`config.mk`:
```
export PLATFORM = sky130hd
export DESIGN_NAME = fampf_lane
export DESIGN_NICKNAME = d
export VERILOG_FILES = /design/src/rtl/finger_angle_to_motor_position_filter_top_macros.svh /design/src/rtl/fampf_pkg.sv /design/src/rtl/fampf_lane.sv
export SDC_FILE = /design/constraint.sdc
export NUM_CORES = 1
export LEC_CHECK = 0
export BUFFER_PORTS_ARGS = -buffer_cell sky130_fd_sc_hd__buf_2
export CORE_ASPECT_RATIO = 1.1
export CORE_MARGIN = 2
export CORE_UTILIZATION = 59
export CTS_CLUSTER_DIAMETER = 100
export CTS_CLUSTER_SIZE = 25
export DETAILED_ROUTE_END_ITERATION = 12
export PLACE_DENSITY_LB_ADDON = 0.25
export SETUP_SLACK_MARGIN = 0.2
export SKIP_LAST_GASP = 1
export SYNTH_ARGS = -nofsm -noshare
export SYNTH_HDL_FRONTEND = slang
export SYNTH_SLANG_ARGS = --single-unit
```
`constraint.sdc`:
```
create_clock -name clk -period 7 [get_ports clk]
set_clock_uncertainty 0.15 [all_clocks]
set_input_delay 1.4 -clock clk [delete_from_list [all_inputs] [get_ports clk]]
set_output_delay 1.4 -clock clk [all_outputs]
set_load 0.02 [all_outputs]
```
`src/rtl/finger_angle_to_motor_position_filter_top_macros.svh`:
```
// ----------------------------------------------------------------------------
// Finger angle filter assertion macros
// Shared concurrent assertion forms used by the filter RTL.
// ----------------------------------------------------------------------------
`ifndef FINGER_ANGLE_TO_MOTOR_POSITION_FILTER_TOP_MACROS_SVH
`define FINGER_ANGLE_TO_MOTOR_POSITION_FILTER_TOP_MACROS_SVH

// Same-cycle implication, checked outside reset.
`define FAMPF_ASSERT_NOW(lbl, ante, cons, msg) \
    lbl: assert property (@(posedge clk) disable iff (!rst_n) (ante) |-> (cons)) \
        else $error(msg);

// Next-cycle implication, checked outside reset.
`define FAMPF_ASSERT_NEXT(lbl, ante, cons, msg) \
    lbl: assert property (@(posedge clk) disable iff (!rst_n) (ante) |=> (cons)) \
        else $error(msg);

`endif

```
`src/rtl/fampf_pkg.sv`:
```
// ----------------------------------------------------------------------------
// Finger angle filter package
// Shared widths, codes and state types of the filter.
// ----------------------------------------------------------------------------
package fampf_pkg;

    localparam int FULL_SCALE_DEF = 10000;
    localparam int ALPHA_BITS_DEF = 10;
    localparam int POS_W          = 14;
    localparam int SENT_W         = 15;
    localparam int ANGLE_W        = 16;
    localparam int NCH            = 6;
    localparam int DZ_W           = 17;
    localparam int MIN_DEADZONE   = 50;
    localparam int DIV_W          = 32;
    localparam int DVS_W          = 18;
    localparam int DIV_STEPS      = 32;
    localparam int ADDR_W         = 5;

    localparam logic       KIND_SAMPLE  = 1'b0;
    localparam logic       KIND_TICK    = 1'b1;
    localparam logic [2:0] FINGER_THUMB = 3'd0;
    localparam logic [2:0] FINGER_PINKY = 3'd4;

    typedef enum logic [2:0] {
        REG_ENABLE      = 3'd0,
        REG_ALPHA       = 3'd1,
        REG_DEADZONE    = 3'd2,
        REG_FLEX_MIN    = 3'd3,
        REG_FLEX_MAX    = 3'd4,
        REG_SPREAD_MIN  = 3'd5,
        REG_SPREAD_MAX  = 3'd6,
        REG_STALE_LIMIT = 3'd7
    } reg_addr_t;

    typedef enum logic [3:0] {
        S_IDLE,
        S_FLEX,
        S_FDIV,
        S_SPREAD,
        S_SDIV,
        S_TICK,
        S_DDIV,
        S_EMA,
        S_CMP,
        S_EMIT
    } state_t;

    typedef struct packed {
        logic step;
        logic commit;
    } lane_ctrl_t;

endpackage

```
`src/rtl/fampf_lane.sv`:
```
// ----------------------------------------------------------------------------
// Finger angle filter lane
// One channel's moving average, last sent value and deadzone check.
// ----------------------------------------------------------------------------
module fampf_lane
    import fampf_pkg::*;
#(
    parameter int FULL_SCALE = FULL_SCALE_DEF,
    parameter int ALPHA_BITS = ALPHA_BITS_DEF
)
(
    input  logic              clk,
    input  logic              rst_n,
    input  lane_ctrl_t        ctrl,
    input  logic [ALPHA_BITS:0] alpha,
    input  logic [POS_W-1:0]  raw,
    input  logic [DZ_W-1:0]   dz,
    output logic [POS_W-1:0]  smoothed,
    output logic              hit
);

    localparam int AW = ALPHA_BITS + POS_W + 3;

    logic [POS_W-1:0]        sm_reg;
    logic [POS_W-1:0]        sm_next;
    logic [SENT_W-1:0]       sent_reg;
    logic [AW-1:0]           prod_new;
    logic [AW-1:0]           prod_old;
    logic [AW-1:0]           acc;
    logic [AW-1:0]           p;
    logic signed [POS_W+1:0] diff;
    logic [POS_W+1:0]        absd;

    assign prod_new = AW'(alpha) * AW'(raw);
    assign prod_old = (AW'(1) << ALPHA_BITS) - AW'(alpha);
    assign acc      = prod_new + (prod_old * AW'(sm_reg)) + (AW'(1) << (ALPHA_BITS - 1));
    assign p        = acc >> ALPHA_BITS;
    assign sm_next  = (p > AW'(FULL_SCALE)) ? POS_W'(FULL_SCALE) : p[POS_W-1:0];

    assign diff = $signed({2'b00, sm_reg}) - $signed({sent_reg[SENT_W-1], sent_reg});
    assign absd = diff[POS_W+1] ? (POS_W+2)'(-diff) : diff;
    assign hit  = DZ_W'(absd) >= dz;

    always_ff @(posedge clk or negedge rst_n)
    begin
        if (!rst_n)
        begin
            sm_reg   <= '0;
            sent_reg <= '1;
        end
        else
        begin
            if (ctrl.step)
            begin
                sm_reg <= sm_next;
            end
            if (ctrl.commit)
            begin
                sent_reg <= {1'b0, sm_reg};
            end
        end
    end

    assign smoothed = sm_reg;

endmodule

```
==> impl_results.md <==
* Area of the multi-input gates at 11800 um2
* HPWL Detailed at 31000 um
* Core area at 22800 um2
* Minimum clock period at 9.01 ns
* Gr ovfl total at 0
* Status: complete, but fails checks
* Fmax at 111 MHz
* Vert. Die Dim at 164 um
* Vias in the first global route at 12200
* Global-route track usage on met2 at 56.7%
* Fin area at 16500 um2
* Worst reg-to-reg setup slack at -0.53 ns
* Final Hold Viols at 0
* Root buffer cell: clkbuf_16
* Max FFs per register at 15
* Asr flop ratio synth at 100%
* Dominant cells by area after synthesis: fa_1, ha_1, inv_1
* Htree depth at 2
* GRT Max-Usage Layer: met2
* First-pass GRT wire length at 60200 um
* R2r worst-path depth at 23
* Total global-route track usage at 31.5%
* CP required at 7.01 ns
* Initial antenna violation count at 0
* TritonRoute pass-1 iters at 5
* Starting density of the core at 60.0%
* Clk buf depth at 2
* Worst slew margin at 54.5%
* Type of the most critical hold path: flip-flop to flip-flop
* CTS tree: done
* Startpoint types: input port
* DR iter-0 viols at 545
* Avg Cell Area, Syn at 8.50 um2
* Unrepaired setup endpoints after global routing: yes
* Reg clk slew, reported paths at 0.05 ns
* Fin util at 72.5%
* Hold path depth at 2
* Maxcap violations at 0
* DIE AREA at 24400 um2
* Failing checks: setup timing
* RePlAce Congestion at 0.993
* Commonest cells in the netlist: inv_1, fa_1, nand2_1
* Final worst setup slack at -2.01 ns
* Final setup fails at 14
* Routed via count at 11400
* Min-delay src: sent_reg[2]
* CTS buffer count at 5
* Count leader, synth: inv_1
* Synth Cell Area at 13700 um2
* Hold buffers post-CTS at 0
* Final slew viol count at 0
* Post-synth top flop: dfstp_2
* Skew-Pair Late Insertion Delay at 0.28 ns
* Post-Place Cells at 2069
* Synthesis Warnings at 0
* FF/Latch Area at 746 um2
* Vias per cell at 5.39
* # port buffers at 60
* # DRC at 0
* Top cell type's share of synthesized area at 40.1%
* Sinks on Clock Net at 29
* Synth Register Bits at 29
* Num ports at 61
* CP Capture Type: flip-flop
* Final wirelength at 36800 um
* Slew at the pin closest to its max-slew limit at 0.682 ns
* R2r startpoint: smoothed[7]
* Layout Nets at 2277
* CP max FO at 7
* Post-synthesis cell type count at 68
* Tcrit/Tclk final at 129%
* Antenna diodes at 0
* Fillers at 1730
* Cell Count, Final, Fillers Out at 2107
* Post-synth EDFFs at 0
* Mapped Nets at 2079
* Cells after Synth at 1608
* Post-route ant nets at 0
* Largest net degree at the start of global routing at 30
* WHS Endpoint: sent_reg[2]
* Share of layout cells above drive strength 1 at 22.7%
* Biggest area consumer among synthesized cells: fa_1
* Row count at 58
* Synth-to-layout area growth at 20.9%
* Crit Path Category: input port to flip-flop
* Placement Cell Area at 15500 um2
* Global routing usage on met3 at 4.02%
* GR Util met1 at 38.6%
* Sequential share of the synthesized area at 5.45%
* Arrival @ worst endpoint at 9.02 ns
* WL per Instance at 17.5 um
* Die Wd at 149 um
* Worst R2R End: smoothed[8]
-- stage by stage --
step,TNS [ns],hold WS [ns],setup WS (ns)
2_1_floorplan,-23.86,0.328,-1.96
3_3_place_gp,-30.87,0.343,-2.39
3_5_place_dp,-31.68,0.345,-2.43
4_1_cts,-26.09,0.354,-1.97
5_1_grt,-30.09,0.371,-2.23
6_report,-26.68,0.352,-2.01
-- cells by family after synthesis --
kind of cell	Yosys count	synth area share, %
xor+xnor	50	3.20
buf+inv	470	13.2
other cells	1	0.0274
simple gates	478	16.5
flops	29	5.45
mux	6	0.448
fa+ha+maj	425	53.9
compound gates	149	7.23
-- layout make-up --
class | count | area share, %
Timing Repair Buffer | 264 | 11.7
Sequential cell | 29 | 4.51
Inverter | 397 | 9.02
Clock buffer | 8 | 0.886
Multi-Input combinational cell | 1109 | 71.6
Tap cell | 300 | 2.27
-- critical path: stages --
cell and delay (ns):
buf_6 0.09, or3_4 0.41, nor2_4 0.25, nand2_2 0.12
nor3_4 0.21, xnor2_4 0.13, and2_4 0.19, fa_1 0.48
inv_1 0.06, fa_1 0.52, inv_1 0.06, fa_1 0.55
fa_2 0.45, fa_1 0.49, inv_1 0.05, fa_1 0.39
fa_1 0.52, inv_1 0.04, ha_1 0.34, a21oi_1 0.25
and2b_2 0.25, o21a_1 0.20, o32ai_4 0.25, xnor2_2 0.16
or3_1 0.34, o311a_4 0.39, buf_6 0.14, a211o_2 0.26
-- metal layers --
metal  wire [um]  up-vias
li1            -     5220
met1       14100     5688
met4        1960        0
met5           0        -
met2       18900      337
met3        1800      116
-- worst max path at each step --
stage / start / end / slack, ns
finish: alpha[2] / smoothed[8] / -2.01
global route: alpha[2] / smoothed[8] / -2.23
global placement: alpha[4] / smoothed[4] / -2.39
CTS: alpha[2] / smoothed[8] / -1.97
detailed placement: alpha[4] / smoothed[4] / -2.43
floorplan: alpha[3] / smoothed[10] / -1.96
-- cell usage in the layout, fill, tap and decap left out, types with 14 or more instances in the layout --
cell / Yosys / layout
xnor2_1: 34 / 27
fa_1: 274 / 266
inv_1: 396 / 390
o21ai_0: 38 / 29
a21oi_1: 38 / 29
ha_1: 151 / 140
nor2_1: 42 / 36
o21a_1: 14 / 14
nand2_1: 246 / 238
buf_4: 1 / 191
buf_2: 2 / 58
xor2_1: 16 / 14
and2_1: 106 / 103
dfstp_2: 15 / 15
-- repair_timing --
| action | in CTS | in global routing |
|---|---|---|
| pin swaps | 43 | 34 |
| buffers inserted | 17 | 13 |
| gates cloned | 0 | 0 |
| gates resized for setup | 64 | 68 |
| endpoints found under the setup margin | 14 | 15 |
| endpoints found under the hold margin | 0 | 0 |
Power is left out: the tool's default activity adds up to more than one toggle a clock period on the data nets, which glitch-free logic cannot reach.
