$ cat src/rtl/finger_angle_to_motor_position_filter_top_macros.svh
// ----------------------------------------------------------------------------
// Finger angle filter assertion macros
// Shared concurrent assertion forms used by the filter RTL.
// ----------------------------------------------------------------------------
`ifndef FINGER_ANGLE_TO_MOTOR_POSITION_FILTER_TOP_MACROS_SVH
`define FINGER_ANGLE_TO_MOTOR_POSITION_FILTER_TOP_MACROS_SVH

// Same-cycle implication, checked outside reset.
`define FAMPF_ASSERT_NOW(lbl, ante, cons, msg) \
    lbl: assert property (@(posedge clk) disable iff (!rst_n) (ante) |-> (cons)) \
        else $error(msg);

// Next-cycle implication, checked outside reset.
`define FAMPF_ASSERT_NEXT(lbl, ante, cons, msg) \
    lbl: assert property (@(posedge clk) disable iff (!rst_n) (ante) |=> (cons)) \
        else $error(msg);

`endif

$ cat src/rtl/fampf_pkg.sv
// ----------------------------------------------------------------------------
// Finger angle filter package
// Shared widths, codes and state types of the filter.
// ----------------------------------------------------------------------------
package fampf_pkg;

    localparam int FULL_SCALE_DEF = 10000;
    localparam int ALPHA_BITS_DEF = 10;
    localparam int POS_W          = 14;
    localparam int SENT_W         = 15;
    localparam int ANGLE_W        = 16;
    localparam int NCH            = 6;
    localparam int DZ_W           = 17;
    localparam int MIN_DEADZONE   = 50;
    localparam int DIV_W          = 32;
    localparam int DVS_W          = 18;
    localparam int DIV_STEPS      = 32;
    localparam int ADDR_W         = 5;

    localparam logic       KIND_SAMPLE  = 1'b0;
    localparam logic       KIND_TICK    = 1'b1;
    localparam logic [2:0] FINGER_THUMB = 3'd0;
    localparam logic [2:0] FINGER_PINKY = 3'd4;

    typedef enum logic [2:0] {
        REG_ENABLE      = 3'd0,
        REG_ALPHA       = 3'd1,
        REG_DEADZONE    = 3'd2,
        REG_FLEX_MIN    = 3'd3,
        REG_FLEX_MAX    = 3'd4,
        REG_SPREAD_MIN  = 3'd5,
        REG_SPREAD_MAX  = 3'd6,
        REG_STALE_LIMIT = 3'd7
    } reg_addr_t;

    typedef enum logic [3:0] {
        S_IDLE,
        S_FLEX,
        S_FDIV,
        S_SPREAD,
        S_SDIV,
        S_TICK,
        S_DDIV,
        S_EMA,
        S_CMP,
        S_EMIT
    } state_t;

    typedef struct packed {
        logic step;
        logic commit;
    } lane_ctrl_t;

endpackage

$ cat src/rtl/fampf_div.sv
// ----------------------------------------------------------------------------
// Finger angle filter divider
// Restoring unsigned divider, one quotient bit per cycle.
// ----------------------------------------------------------------------------
module fampf_div
    import fampf_pkg::*;
(
    input  logic             clk,
    input  logic             rst_n,
    input  logic             start,
    input  logic [DIV_W-1:0] dividend,
    input  logic [DVS_W-1:0] divisor,
    output logic             busy,
    output logic             done,
    output logic [DIV_W-1:0] quotient
);

    logic [4:0]       cnt_reg;
    logic             busy_reg;
    logic             done_reg;
    logic [DVS_W:0]   rem_reg;
    logic [DIV_W-1:0] q_reg;
    logic [DVS_W-1:0] dvs_reg;
    logic [DVS_W:0]   trial;
    logic             ge;

    assign trial = {rem_reg[DVS_W-1:0], q_reg[DIV_W-1]};
    assign ge    = trial >= {1'b0, dvs_reg};

    always_ff @(posedge clk or negedge rst_n)
    begin
        if (!rst_n)
        begin
            cnt_reg  <= '0;
            busy_reg <= 1'b0;
            done_reg <= 1'b0;
        end
        else
        begin
            done_reg <= 1'b0;
            if (start)
            begin
                cnt_reg  <= '0;
                busy_reg <= 1'b1;
            end
            else if (busy_reg)
            begin
                cnt_reg <= cnt_reg + 5'd1;
                if (cnt_reg == 5'(DIV_STEPS - 1))
                begin
                    busy_reg <= 1'b0;
                    done_reg <= 1'b1;
                end
            end
        end
    end

    always_ff @(posedge clk)
    begin
        if (start)
        begin
            rem_reg <= '0;
            q_reg   <= dividend;
            dvs_reg <= divisor;
        end
        else if (busy_reg)
        begin
            rem_reg <= ge ? (trial - {1'b0, dvs_reg}) : trial;
            q_reg   <= {q_reg[DIV_W-2:0], ge};
        end
    end

    assign busy     = busy_reg;
    assign done     = done_reg;
    assign quotient = q_reg;

endmodule

$ cat config.mk
export PLATFORM = sky130hd
export DESIGN_NAME = fampf_div
export DESIGN_NICKNAME = d
export VERILOG_FILES = /design/src/rtl/finger_angle_to_motor_position_filter_top_macros.svh /design/src/rtl/fampf_pkg.sv /design/src/rtl/fampf_div.sv
export SDC_FILE = /design/constraint.sdc
export NUM_CORES = 1
export LEC_CHECK = 0
export ABC_AREA = 1
export BUFFER_PORTS_ARGS = -buffer_cell sky130_fd_sc_hd__clkbuf_2
export CAP_MARGIN = 10
export CORE_MARGIN = 2
export CORE_UTILIZATION = 45
export DETAILED_ROUTE_END_ITERATION = 6
export PLACE_DENSITY = 0.67
export SYNTH_ARGS = -nofsm -noshare
export SYNTH_HDL_FRONTEND = slang
export SYNTH_SLANG_ARGS = --single-unit
$ cat constraint.sdc
create_clock -name clk -period 2.1 [get_ports clk]
set_input_delay 0.105 -clock clk [delete_from_list [all_inputs] [get_ports clk]]
set_output_delay 0.105 -clock clk [all_outputs]
set_load 0.005 [all_outputs]
==> metrics.md, run 1 <==
| Metric | Value |
|---|---|
| Pwr Total | 6.04 mW |
| Dpl ws | 0.0229 ns |
| DIE WIDTH | 102 um |
| R2R Setup Slk | 0.13 ns |
| Cell family with most CP delay | simple AND/OR/NAND/NOR gates |
| Synthesized instance count | 548 |
| Sequential fraction of the synthesis area | 0.474 |
| Gr ovfl total | 0 |
| RSZ-0062 raised after global routing | yes |
| Vias in the first global route | 3838 |
| Pwr dens | 1080 nW/um^2 |
| H-Tree Level Count | 3 |
| Most frequent cells in the layout | nand2_1, clkbuf_2, inv_1 |
| Worst Setup EP | rem_reg[7] |
| Worst r2r path cells | 13 |
| Outcome | completed |
| # placed instances | 759 |
| Max IR drop VDD | 0.438 mV |
| Mapped Nets | 622 |
| Worst Setup Start Kind | register |
| Drt wl/cell | 12.8 um |
| Synth cell types | 35 |
| Leading area contributor after synthesis | edfxtp_1 |
| Maximum clock frequency | 508 MHz |
| Post-Synth Simple-Gate Area | 0.319 |
| Final period util | 0.937 |
| CP Class | reg -> reg |
| Fin cells | 813 |
| Crit end category | register |
| Setup violators final | 0 |
| Die Ht | 102 um |
| CP dominant cell by count | nand2_2 |
| Antenna Nets Post-Route | 0 |
| Yosys synthesis warning count | 0 |
| Worst-case clock buffer depth | 2 |
| Fill count | 812 |
| Worst Path Required | 2.33 ns |
| Most area-consuming cells after synthesis | edfxtp_1, nand2_1, dfxtp_1 |
| Area of the mapped netlist | 4300 um^2 |
| CP Depth | 13 |
| Largest net degree at the start of global routing | 35 |
| Syn_area_per_cell | 7.84 um^2 |
| Die area | 10300 um^2 |
| Max Slew Vio Count | 0 |
| CTS tree | done |
| Ratio of cells with drive above 1 in the final layout | 0.211 |
| First-pass DRT Iterations | 5 |
| Worst clock skew | 0.0105 ns |
| FF-to-FF End | rem_reg[7] |
| Mux cell area share after synthesis | 0 |
| Post-synthesis xor/xnor area fraction | 0.0143 |
| DRT iter0 DRCs | 160 |
| N_diodes | 0 |
| Max stage delay on crit path | 0.38 ns |
| Hold WS | 0.0180 ns |
| I/O pins | 87 |
| Top FF cell, synth | edfxtp_1 |
| Fin. Hold Viols | 0 |
| Synth Register Bits | 75 |
| Clock latency on the worst-skew pair | 0.36 ns |
| RR Startpoint | dvs_reg[5] |
| Slew HR | 0.741 |
| Fin nets | 753 |
| Arr. time, crit path | 2.20 ns |
| Clk slew on worst S/H paths | 0.08 ns |
| Max reg flops | 32 |
| Gpl congestion | 0.926 |
| Actual slew at the worst max-slew pin | 0.386 ns |
| Buf/Inv on CP | 3 |
| Initial Util | 0.465 |
| Number of flops mapped to enable cells by yosys | 50 |
| Global-route wire length before repair | 17.4 mm |
| Via density | 4.88 |
| Root buffer cell | clkbuf_8 |
| Max stage delay cell, worst path | edfxtp_1 |
| Crit path max fanout | 12 |
| Synth async-reset ratio | 0.0933 |
| Number of max-cap violations | 0 |
| Clock Sinks | 75 |
| Area share of the largest cell type after synthesis | 0.350 |
| Final WS setup | 0.133 ns |
| Via count | 3965 |
| Cell chain of the critical path | inv_1, ha_1, nand2_1, inv_1, a21oi_2, nand2_2, nand2_2, nand2_2, nand2_4, buf_12, nand3_1, nand3_1, o21ai_0 |
| Pleak | 2.87 nW |
| Num rows | 35 |
| Final WL | 10.4 mm |
| Main combinational cell family by area after synthesis | simple AND/OR/NAND/NOR gates |
| Core ar. | 9240 um^2 |
| Commonest non-fill, non-tap cell in the layout | nand2_1 |
| Placed wire-length estimate | 7.25 mm |
| Min Clock Period, post-route | 1.97 ns |
| Total GRT Usage | 0.215 |
| # port buffers | 86 |
| Initial antenna violation count | 0 |
| Synth-to-Final Area Change | 29.8% |
| Compound-Gate Fraction of Synth Area | 0.0425 |
| Synth Area in Adders | 0.0629 |
| Setup crit start | dvs_reg[5] |
| Number of CTS-inserted buffers | 9 |
| Worst Hold Class | in -> reg |
| DRC Markers | 0 |
==> power by group <==
group / leakage, nW / internal [mW] / switching (mW)
logic: 2.00 / 1.19 / 1.69
clock network: 0.0979 / 0.557 / 0.572
registers: 0.767 / 1.85 / 0.177
==> cell usage after synthesis, drive strengths merged, types with 2 or more instances <==
library cell	n
xnor2	5
clkbuf	6
inv	73
clkinv	2
a31oi	2
nor2	30
ha	20
o21ai	14
a21oi	13
nand2	233
nor3	6
nand3	37
edfxtp	50
dfxtp	18
xor2	2
dfrtp	7
buf	10
nand3b	14
==> worst min-delay path by stage <==
stage | end | depth (start not counted) | slack, ns | from
after floorplan | busy | 0 | -0.19 | rst_n
after global placement | done | 1 | -0.05 | rst_n
after detailed placement | done | 1 | -0.05 | rst_n
after CTS | quotient[10] | 3 | 0.002 | dividend[10]
after global routing | quotient[10] | 3 | 0.01 | dividend[10]
final | quotient[10] | 3 | 0.02 | dividend[10]
==> layout make-up <==
class	instances	area, um^2	share of cell area
clock buffers	11	131	0.0236
multi-input cells	382	1970	0.354
clock inverters	5	61.3	0.0110
well taps	129	161	0.0290
flip-flops and latches	75	2040	0.365
inverters	75	282	0.0505
repair buffers	136	928	0.167
==> metal layers <==
metal | share of wire | vias up | global-route usage
met5 | 0 | - | 0
met4 | 0.011 | 0 | 0.0644
met3 | 0.063 | 10 | 0.0711
met2 | 0.47 | 104 | 0.354
met1 | 0.45 | 1855 | 0.270
li1 | - | 1996 | -
==> metrics by stage <==
stage                     area (um^2)  setup TNS (ns)  utilization
after CTS                        5470               0        0.592
after global placement           4910               0        0.531
after global routing             5570          -0.132        0.603
after detailed placement         4910               0        0.531
after floorplan                  4300               0            -
final                            5570               0        0.603
==> tightest hold or removal path: stages <==
cell,delay [ns]
clkbuf_2,0.08
nand2_1,0.05
nand2_1,0.05
==> kinds of logic (layout without fill, tap and decap cells) <==
| kind of cell | Yosys count | in the layout |
|---|---|---|
| flip-flops | 75 | 75 |
| AO/OA/AOI/OAI | 31 | 31 |
| buffers and inverters | 91 | 227 |
| XOR/XNOR | 7 | 7 |
| adder cells (fa/ha/maj) | 21 | 21 |
| AND/OR/NAND/NOR | 323 | 323 |
==> timing repair <==
item / 4_1_cts / 5_1_grt
endpoints found under the setup margin: 1 / 16
hold endpoints to repair: 42 / 0
resized for setup: 1 / 21
hold buffers: 36 / 0
setup buffers: 0 / 2
pin swaps: 0 / 4
No activity file was read; power rests on OpenSTA's default activity.
==> run 2, diff against run 1 <==
- PLACE_DENSITY: 0.67 -> 0.7
- clock period: 2.1 -> 1.6 ns (I/O delays scaled with it)
==> metrics.md, run 2 (synthesis results as in run 1) <==
| Metric | Value |
|---|---|
| Outcome | finished, violations left |
| Failing checks | setup timing |
| Gpl congestion | 0.893 |
| FF-to-FF End | rem_reg[12] |
| Slew HR | 0.738 |
| Crit path max fanout | 3 |
| Antenna Nets Post-Route | 0 |
| Largest net degree at the start of global routing | 37 |
| GRT met2 Usage | 0.448 |
| Multi-input logic area | 2360 um^2 |
| Fin. Hold Viols | 0 |
| Worst Path Required | 1.87 ns |
| Placed wire-length estimate | 7.41 mm |
| Core ar. | 9240 um^2 |
| Max reg flops | 32 |
| I/O pins | 87 |
| CP Class | reg -> reg |
| Setup violators final | 19 |
| Sequential cell area | 2040 um^2 |
| Final period util | 1.23 |
| Synth-to-Final Area Change | 58.2% |
| Setup crit start | quotient[31] |
| Fill count | 619 |
| First-pass DRT Iterations | 7 |
| DRT iter0 DRCs | 299 |
| Grt met3 use | 0.0580 |
| Initial Util | 0.465 |
| Worst clock skew | 0.0213 ns |
| Dpl ws | -0.401 ns |
| Min Clock Period, post-route | 1.97 ns |
| Actual slew at the worst max-slew pin | 0.393 ns |
| Worst Hold Class | in -> reg |
| N_diodes | 0 |
| R2R Setup Slk | -0.37 ns |
| Pleak | 3.41 nW |
| Clock latency on the worst-skew pair | 0.38 ns |
| Final WL | 13.3 mm |
| Gr ovfl total | 0 |
| DIE WIDTH | 102 um |
| Fin cells | 906 |
| Root buffer cell | clkbuf_8 |
| Num rows | 35 |
| Global-route wire length before repair | 20.8 mm |
| Ratio of cells with drive above 1 in the final layout | 0.377 |
| Worst Setup EP | rem_reg[12] |
| Die Ht | 102 um |
| RR Startpoint | quotient[31] |
| Fin nets | 846 |
| Setup TNS | -5.90 ns |
| # placed instances | 810 |
| Drt wl/cell | 14.7 um |
| Most frequent cells in the layout | nand2_1, clkbuf_2, buf_4 |
| Via count | 4603 |
| Die area | 10300 um^2 |
| Worst r2r path cells | 14 |
| Worst-case clock buffer depth | 2 |
| H-Tree Level Count | 3 |
| Pwr dens | 1560 nW/um^2 |
| CTS tree | done |
| Via density | 5.08 |
| Met1 usage | 0.308 |
| Number of max-cap violations | 0 |
| Initial antenna violation count | 0 |
| DRC Markers | 0 |
| Max IR drop VDD | 0.889 mV |
| Clock Sinks | 75 |
| Crit end category | register |
| RSZ-0062 raised after global routing | yes |
| Max Slew Vio Count | 0 |
| GRT Max-Usage Layer | met2 |
| Arr. time, crit path | 2.24 ns |
| Total GRT Usage | 0.258 |
| Vias in the first global route | 4474 |
| Number of CTS-inserted buffers | 9 |
| Final WS setup | -0.369 ns |
| Commonest non-fill, non-tap cell in the layout | nand2_1 |
| Clk slew on worst S/H paths | 0.09 ns |
| Maximum clock frequency | 508 MHz |
| Worst Setup Start Kind | register |
| # port buffers | 86 |
run 2: timing repair:
action / in CTS / in global routing
pin swaps: 40 / 21
buffers inserted: 19 / 7
cloned: 4 / 0
setup endpoints to repair: 19 / 19
hold buffers: 50 / 0
gates resized for setup: 67 / 19
hold endpoints to repair: 56 / 0
run 2: per-stage QoR:
| step | hold slack [ns] | utilization | instance area (um^2) | power (mW) |
|---|---|---|---|---|
| 6_report | 0.00410 | 0.735 | 6800 | 10.6 |
| 3_3_place_gp | -0.0767 | 0.585 | 5410 | 7.02 |
| 2_1_floorplan | -0.216 | - | 4400 | 5.50 |
| 4_1_cts | 0.0145 | 0.718 | 6640 | 9.94 |
| 5_1_grt | 0.0127 | 0.735 | 6800 | 11.3 |
| 3_5_place_dp | -0.0780 | 0.585 | 5410 | 7.11 |
run 2: final cells by class:
| type | count | share of cell area |
|---|---|---|
| Clock buffer | 9 | 0.0182 |
| Clock inverter | 7 | 0.00865 |
| Inverter | 75 | 0.0416 |
| Multi-Input combinational cell | 384 | 0.347 |
| Sequential cell | 75 | 0.300 |
| Tap cell | 129 | 0.0238 |
| Timing Repair Buffer | 227 | 0.261 |
run 2: how the worst min path moves through the flow:
stage                  from           end  slack, ns  depth (start not counted)
6_report       dividend[31]  quotient[31]      0.004                          3
5_1_grt        dividend[31]  quotient[31]       0.01                          3
4_1_cts        dividend[31]  quotient[31]       0.01                          3
3_5_place_dp          rst_n    cnt_reg[1]      -0.08                          1
3_3_place_gp          rst_n    cnt_reg[1]      -0.08                          1
2_1_floorplan         rst_n          busy      -0.22                          0
run 2: worst max-delay path, cell delays in order, from the launching register on:
cell and delay, ns:
edfxtp_1 0.40, inv_2 0.10, ha_4 0.13, inv_2 0.04, fa_2 0.34, inv_2 0.08, nor2_4 0.05, o21ai_2 0.18
nand2_2 0.13, nand2_2 0.11, nand3b_1 0.08, nand2_1 0.06, nand2_1 0.05, nand3_1 0.08, nand2_1 0.05
run 2: routing by layer:
layer	wire length, um	vias to the layer above
met5	0	-
met3	926	58
li1	-	2192
met4	547	0
met1	5200	2158
met2	6620	195
run 2: power breakdown:
group	switching (mW)	internal, mW	leakage (nW)
Clock	0.850	0.590	0.0925
Combinational	3.17	3.25	2.55
Sequential	0.281	2.43	0.767
Total	4.30	6.27	3.41
